===== src/chip8_pkg.sv =====
// Shared types, codes and constants of the CHIP-8 core.
// Holds the font glyph table, opcode codes, state encoding and memory request structs.
// No dependencies.
`default_nettype none

package chip8_pkg;

   // Default sizes of the core
   localparam int DEFAULT_MEMORY_BYTES  = 4096;
   localparam int DEFAULT_STACK_DEPTH   = 16;
   localparam int DEFAULT_ENTRY_ADDRESS = 512;

   // Port widths
   localparam int FUNC_BITS     = 3;
   localparam int REQ_DATA_BITS = 56;
   localparam int RSP_DATA_BITS = 80;

   // Display geometry
   localparam int ROW_BITS  = 5;
   localparam int FRAME_ROWS = 32;
   localparam int FRAME_COLS = 64;

   // Register file
   localparam int REG_BITS  = 4;
   localparam int REG_COUNT = 16;

   // Font glyphs live at this address
   localparam logic [11:0] FONT_BASE  = 12'h050;
   localparam int          FONT_BYTES = 80;

   localparam logic [7:0] GLYPHS [FONT_BYTES] = '{
      8'hF0, 8'h90, 8'h90, 8'h90, 8'hF0, 8'h20, 8'h60, 8'h20, 8'h20, 8'h70,
      8'hF0, 8'h10, 8'hF0, 8'h80, 8'hF0, 8'hF0, 8'h10, 8'hF0, 8'h10, 8'hF0,
      8'h90, 8'h90, 8'hF0, 8'h10, 8'h10, 8'hF0, 8'h80, 8'hF0, 8'h10, 8'hF0,
      8'hF0, 8'h80, 8'hF0, 8'h90, 8'hF0, 8'hF0, 8'h10, 8'h20, 8'h40, 8'h40,
      8'hF0, 8'h90, 8'hF0, 8'h90, 8'hF0, 8'hF0, 8'h90, 8'hF0, 8'h10, 8'hF0,
      8'hF0, 8'h90, 8'hF0, 8'h90, 8'h90, 8'hE0, 8'h90, 8'hE0, 8'h90, 8'hE0,
      8'hF0, 8'h80, 8'h80, 8'h80, 8'hF0, 8'hE0, 8'h90, 8'h90, 8'h90, 8'hE0,
      8'hF0, 8'h80, 8'hF0, 8'h80, 8'hF0, 8'hF0, 8'h80, 8'hF0, 8'h80, 8'h80
   };

   // Reset content of main memory at one address
   function automatic logic [7:0] font_byte(input logic [11:0] a);
      logic [11:0] off;
      begin
         off = a - FONT_BASE;
         if (a >= FONT_BASE && a < FONT_BASE + 12'(FONT_BYTES)) begin
            return GLYPHS[off[6:0]];
         end
         return 8'h00;
      end
   endfunction

   // Request kinds
   typedef enum logic [FUNC_BITS-1:0] {
      FUNC_LOAD = 3'd0,
      FUNC_EXEC = 3'd1,
      FUNC_TICK = 3'd2,
      FUNC_KEY  = 3'd3,
      FUNC_ROW  = 3'd4
   } func_type;

   // Opcode groups (top nibble)
   localparam logic [3:0] OP_SYS  = 4'h0;
   localparam logic [3:0] OP_JP   = 4'h1;
   localparam logic [3:0] OP_CALL = 4'h2;
   localparam logic [3:0] OP_SEQ  = 4'h3;
   localparam logic [3:0] OP_SNE  = 4'h4;
   localparam logic [3:0] OP_SREQ = 4'h5;
   localparam logic [3:0] OP_LD   = 4'h6;
   localparam logic [3:0] OP_ADD  = 4'h7;
   localparam logic [3:0] OP_ALU  = 4'h8;
   localparam logic [3:0] OP_SRNE = 4'h9;
   localparam logic [3:0] OP_LDI  = 4'hA;
   localparam logic [3:0] OP_JPV0 = 4'hB;
   localparam logic [3:0] OP_RND  = 4'hC;
   localparam logic [3:0] OP_DRAW = 4'hD;
   localparam logic [3:0] OP_KEY  = 4'hE;
   localparam logic [3:0] OP_MISC = 4'hF;

   // ALU functions (low nibble of 8XYN)
   localparam logic [3:0] ALU_MOV = 4'h0;
   localparam logic [3:0] ALU_OR  = 4'h1;
   localparam logic [3:0] ALU_AND = 4'h2;
   localparam logic [3:0] ALU_XOR = 4'h3;
   localparam logic [3:0] ALU_ADD = 4'h4;
   localparam logic [3:0] ALU_SUB = 4'h5;
   localparam logic [3:0] ALU_SHR = 4'h6;
   localparam logic [3:0] ALU_SBN = 4'h7;
   localparam logic [3:0] ALU_SHL = 4'hE;

   // Low byte codes
   localparam logic [7:0] NN_CLS   = 8'hE0;
   localparam logic [7:0] NN_RET   = 8'hEE;
   localparam logic [7:0] NN_SKP   = 8'h9E;
   localparam logic [7:0] NN_SKNP  = 8'hA1;
   localparam logic [7:0] NN_GETDT = 8'h07;
   localparam logic [7:0] NN_WKEY  = 8'h0A;
   localparam logic [7:0] NN_SETDT = 8'h15;
   localparam logic [7:0] NN_SETST = 8'h18;
   localparam logic [7:0] NN_ADDI  = 8'h1E;
   localparam logic [7:0] NN_FONT  = 8'h29;
   localparam logic [7:0] NN_BCD   = 8'h33;
   localparam logic [7:0] NN_STORE = 8'h55;
   localparam logic [7:0] NN_LOAD  = 8'h65;

   // Sequencer states
   typedef enum logic [4:0] {
      S_CLEAR,
      S_IDLE,
      S_DISPATCH,
      S_FETCH_HI,
      S_FETCH_LO,
      S_READ_X,
      S_READ_Y,
      S_EXEC,
      S_SET_VF,
      S_DRAW_RD,
      S_DRAW_WR,
      S_BCD,
      S_STORE_RD,
      S_STORE_WR,
      S_LOAD_RD,
      S_LOAD_WR,
      S_ROW,
      S_DONE
   } state_type;

   // Frame buffer access
   typedef struct packed {
      logic                  clear;
      logic                  wr_en;
      logic [ROW_BITS-1:0]   wr_row;
      logic [FRAME_COLS-1:0] wr_data;
      logic [ROW_BITS-1:0]   rd_row;
   } frame_req_type;

   // Register file access
   typedef struct packed {
      logic                wr_en;
      logic [REG_BITS-1:0] wr_addr;
      logic [7:0]          wr_data;
      logic [REG_BITS-1:0] rd_addr;
   } reg_req_type;

endpackage

`default_nettype wire


===== src/chip8_reg_file.sv =====
// Register file V0..VF with one write and one registered read port.
// Per-entry valid bits give the all-zero reset value.
// Depends on chip8_pkg.
`default_nettype none

module chip8_reg_file
   import chip8_pkg::*;
(
   input  wire logic        clock,
   input  wire logic        reset,
   input  wire reg_req_type req,
   output logic [7:0]       rd_data
);

   logic [7:0]           regs [REG_COUNT];
   logic [REG_COUNT-1:0] valid_ff, valid_in;

   // Mark an entry once written
   always_comb begin
      valid_in = valid_ff;
      if (req.wr_en) begin
         valid_in[req.wr_addr] = 1'b1;
      end
   end

   always_ff @(posedge clock) begin
      if (reset) begin
         valid_ff <= '0;
      end else begin
         valid_ff <= valid_in;
      end
   end

   always_ff @(posedge clock) begin
      if (req.wr_en) begin
         regs[req.wr_addr] <= req.wr_data;
      end
      rd_data <= valid_ff[req.rd_addr] ? regs[req.rd_addr] : 8'h00;
   end

endmodule

`default_nettype wire


===== config.mk =====
export PLATFORM = sky130hd
export DESIGN_NAME = chip8_reg_file
export DESIGN_NICKNAME = d
export VERILOG_FILES = /design/src/chip8_pkg.sv /design/src/chip8_reg_file.sv
export SDC_FILE = /design/constraint.sdc
export NUM_CORES = 1
export LEC_CHECK = 0
export BUFFER_PORTS_ARGS = -buffer_cell sky130_fd_sc_hd__buf_2
export CAP_MARGIN = 20
export CELL_PAD_IN_SITES_DETAIL_PLACEMENT = 2
export CELL_PAD_IN_SITES_GLOBAL_PLACEMENT = 2
export CORE_MARGIN = 2
export CORE_UTILIZATION = 41
export DETAILED_ROUTE_END_ITERATION = 8
export PLACE_DENSITY_LB_ADDON = 0.1
export SYNTH_ARGS = -nofsm -noshare
export SYNTH_HDL_FRONTEND = slang
export SYNTH_SLANG_ARGS = --single-unit

===== constraint.sdc =====
create_clock -name clock -period 5.7 [get_ports clock]
set_input_delay 1.14 -clock clock [delete_from_list [all_inputs] [get_ports clock]]
set_output_delay 1.14 -clock clock [all_outputs]
set_load 0.1 [all_outputs]

==> reports/summary.txt <==
ROUTE
------------------------------------------------------------------------------
DRT Pass-1 Iters ................................................            6
Drt drc .........................................................            0
Post-route ant nets .............................................            0
Per-cell via count in the routed design .........................         5.51
Routed wire length ..............................................     13800 µm
Starting DRT DRC Count ..........................................          241
Number of vias after detailed routing ...........................         2859
Wire length per cell ............................................      26.7 µm

CLOCK TREE
------------------------------------------------------------------------------
Clock Sink Count ................................................          152
Worst-Skew Late Latency .........................................      0.42 ns
Post-CTS Hold Fix Bufs ..........................................            0
Worst-path clk slew .............................................      0.06 ns
CTS tree ........................................................          yes
Cts bufs inserted ...............................................           17
Maximum clock insertion buffer count ............................            2
CTS H-tree lvls .................................................            4
Resized Gates After CTS .........................................            0
Buffer cell driving the clock tree root ......................... sky130_fd_sc_hd__clkbuf_16
Post-CTS Setup Inserts ..........................................            0

FLOORPLAN
------------------------------------------------------------------------------
Total I/O pin count .............................................           27
Starting density of the core ....................................        42.4%
Die width .......................................................       122 µm
Die Ht ..........................................................       122 µm
Standard-cell row count .........................................           42
Floorplan core area .............................................    13300 µm²
Die ar. .........................................................    14800 µm²

FINISH
------------------------------------------------------------------------------
Share of cells above drive strength 1 ...........................        29.7%
# diodes ........................................................            0
Post-synthesis to final-layout area growth ......................        16.1%
Filler instances ................................................         1226
NumNets Final ...................................................          350
Finished layout cell area .......................................     6580 µm²

STA
------------------------------------------------------------------------------
Final clock skew ................................................   0.00869 ns
Final Cycle Share ...............................................        49.4%
Sum Neg Setup Slack .............................................         0 ns
Max Slew Vio Count ..............................................            0
Post-layout min period ..........................................      2.81 ns
Slew @ Worst Pin ................................................      1.17 ns
Setup violations, final .........................................            0
Final-report hold violation count ...............................            0
RSZ-0062 raised after global routing ............................           no
Max Freq ........................................................      355 MHz
Relative slew margins ...........................................        21.6%

JOB
------------------------------------------------------------------------------
Max-cap viol count ..............................................            0

CRITICAL PATH
------------------------------------------------------------------------------
Cell count of the worst reg-to-reg path .........................            4
Startpoint of the lowest-slack register-to-register path ........ valid_ff[13]
Setup crit start ................................................       req[0]
Setup slack on the worst flop-to-flop path ......................      4.12 ns
Critical path data arrival time .................................      3.10 ns
Type of origin of the critical path ............................. primary input
Category of the critical setup timing path ...................... primary input to flip-flop
Critical Path End Type ..........................................    flip-flop
Capture instance of the worst register-to-register path .........   rd_data[6]
Critical path required time .....................................      5.99 ns
Critical path peak fanout .......................................           24

GRT
------------------------------------------------------------------------------
GRT Total Usage .................................................        20.5%
Largest net degree at the start of global routing ...............           37
Initial antenna violation count .................................            0
Via count of the first global-routing pass ......................         3154
Wire length of the first global-routing pass ....................     20600 µm
Remaining global-route overflow .................................            0

WORST HOLD PATH
------------------------------------------------------------------------------
Path type of the worst min-delay path ........................... flip-flop to flip-flop
Endpoint of the worst hold-timing path ..........................  valid_ff[7]
Hold Startpoint .................................................  valid_ff[7]
Worst Hold Path Cells ...........................................            2

YOSYS
------------------------------------------------------------------------------
Post-synth cell types ...........................................           21
Number of enable flip-flop cells after synthesis ................          128
Synthesis warning total .........................................            0
Fraction of registers with async set/reset ......................           0%
Sequential element share of the synthesized area ................        76.4%
Main area contributors after synthesis .......................... sky130_fd_sc_hd__edfxtp_1, sky130_fd_sc_hd__mux4_2, sky130_fd_sc_hd__dfxtp_1
Post-synth top flop ............................................. sky130_fd_sc_hd__edfxtp_1
Most frequently used cell type in the post-synthesis netlist .... sky130_fd_sc_hd__edfxtp_1
#FFs+latches synth ..............................................          152
Count of mapped cells out of synthesis ..........................          287
Syn avg cell area ...............................................     19.7 µm²
Synth top area share ............................................        67.9%
Synthesized Nets ................................................          306
Cell type contributing the most total cell area after synthesis . sky130_fd_sc_hd__edfxtp_1
Post-synthesis instance area ....................................     5660 µm²
Top cells by count, synth ....................................... sky130_fd_sc_hd__edfxtp_1, sky130_fd_sc_hd__nor2_1, sky130_fd_sc_hd__mux4_2

OUTCOME
------------------------------------------------------------------------------
Status ..........................................................    completed

PWR
------------------------------------------------------------------------------
Leakage power ...................................................      2.16 nW
Pwr dens ........................................................   362 nW/µm²
Worst-case vdd ir drop ..........................................   0.000316 V

PLACED DESIGN
------------------------------------------------------------------------------
Placed cell areas ...............................................     6000 µm²
HPWL after detailed placement ...................................      8630 µm
RePlAce Congestion ..............................................        0.669
Port Buffer Count ...............................................           26

## cell usage in the layout (no fill, tap or decap)
master / instances
sky130_fd_sc_hd__and2_1: 1
sky130_fd_sc_hd__nor3_1: 4
sky130_fd_sc_hd__nor2_1: 45
sky130_fd_sc_hd__clkinv_1: 4
sky130_fd_sc_hd__buf_2: 26
sky130_fd_sc_hd__clkbuf_8: 1
sky130_fd_sc_hd__buf_4: 7
sky130_fd_sc_hd__nand3_1: 1
sky130_fd_sc_hd__buf_6: 5
sky130_fd_sc_hd__nand2b_1: 2
sky130_fd_sc_hd__a22o_1: 1
sky130_fd_sc_hd__clkinv_2: 3
sky130_fd_sc_hd__mux4_2: 36
sky130_fd_sc_hd__a22o_2: 1
sky130_fd_sc_hd__clkbuf_16: 17
sky130_fd_sc_hd__nand2_1: 1
sky130_fd_sc_hd__clkinvlp_4: 3
sky130_fd_sc_hd__edfxtp_1: 128
sky130_fd_sc_hd__nand3b_1: 2
sky130_fd_sc_hd__a22oi_1: 16
sky130_fd_sc_hd__or3b_2: 1
sky130_fd_sc_hd__clkbuf_1: 2
sky130_fd_sc_hd__bufinv_16: 1
sky130_fd_sc_hd__dfxtp_1: 24
sky130_fd_sc_hd__a21oi_1: 8
sky130_fd_sc_hd__nor2_8: 1
sky130_fd_sc_hd__nor2b_1: 2
## critical path, cell delays in order
cell and delay, ns:
sky130_fd_sc_hd__buf_2 0.40, sky130_fd_sc_hd__buf_4 0.53, sky130_fd_sc_hd__mux4_2 0.56, sky130_fd_sc_hd__a22oi_1 0.33
sky130_fd_sc_hd__a21oi_1 0.11
## worst max-delay path by stage
stage,end,slack [ns],depth (start not counted)
final,rd_data[1],2.89,5
after floorplan,regs[0][0],3.02,2
after global routing,rd_data[2],2.74,5
after global placement,rd_data[5],2.41,5
after CTS,rd_data[5],2.82,5
after detailed placement,rd_data[5],2.38,5
## cells by family after synthesis
logic type,share of synthesized area (%)
AOI/OAI and AO/OA,3.16
buffers and inverters,1.33
DFF,76.4
muxes,14.3
and+or+nand+nor,4.82
## flip-flops by register name (all words and copies together) (netlist names)
signal and count:
rd_data 8, valid_ff 16, regs 128
## cell type report
class | instances | area [µm²] | area share (%)
multi-input cells | 122 | 1260 | 19.2
clock inverters | 11 | 82.6 | 1.26
clock buffers | 20 | 447 | 6.79
well taps | 176 | 220 | 3.35
repair buffers | 38 | 239 | 3.63
flip-flops and latches | 152 | 4320 | 65.8
## per-layer routing
layer / routed length [µm] / part of all wire (%) / track usage [%]
met4: 149 / 1.1 / 5.82
met2: 7290 / 53 / 35.0
met3: 540 / 3.9 / 5.31
met1: 5860 / 42 / 26.1
met5: 0 / 0 / 0
## power breakdown
part           internal [W]  switching (W)
Sequential          0.00123     0.00000686
Clock              0.000600       0.000431
Combinational     0.0000428      0.0000722
## metrics by stage
step	total power (W)	std cells	util [%]	setup slack [ns]	hold slack (ns)
finish	0.00238	519	49.3	2.89	0.467
global route	0.00245	519	49.3	2.74	0.506
CTS	0.00240	514	48.9	2.82	0.473
detailed placement	0.00137	483	44.9	2.38	0.459
global placement	0.00137	481	44.8	2.41	0.444
floorplan	0.00133	287	-	3.02	0.435
(Power assumes the default switching activity.)
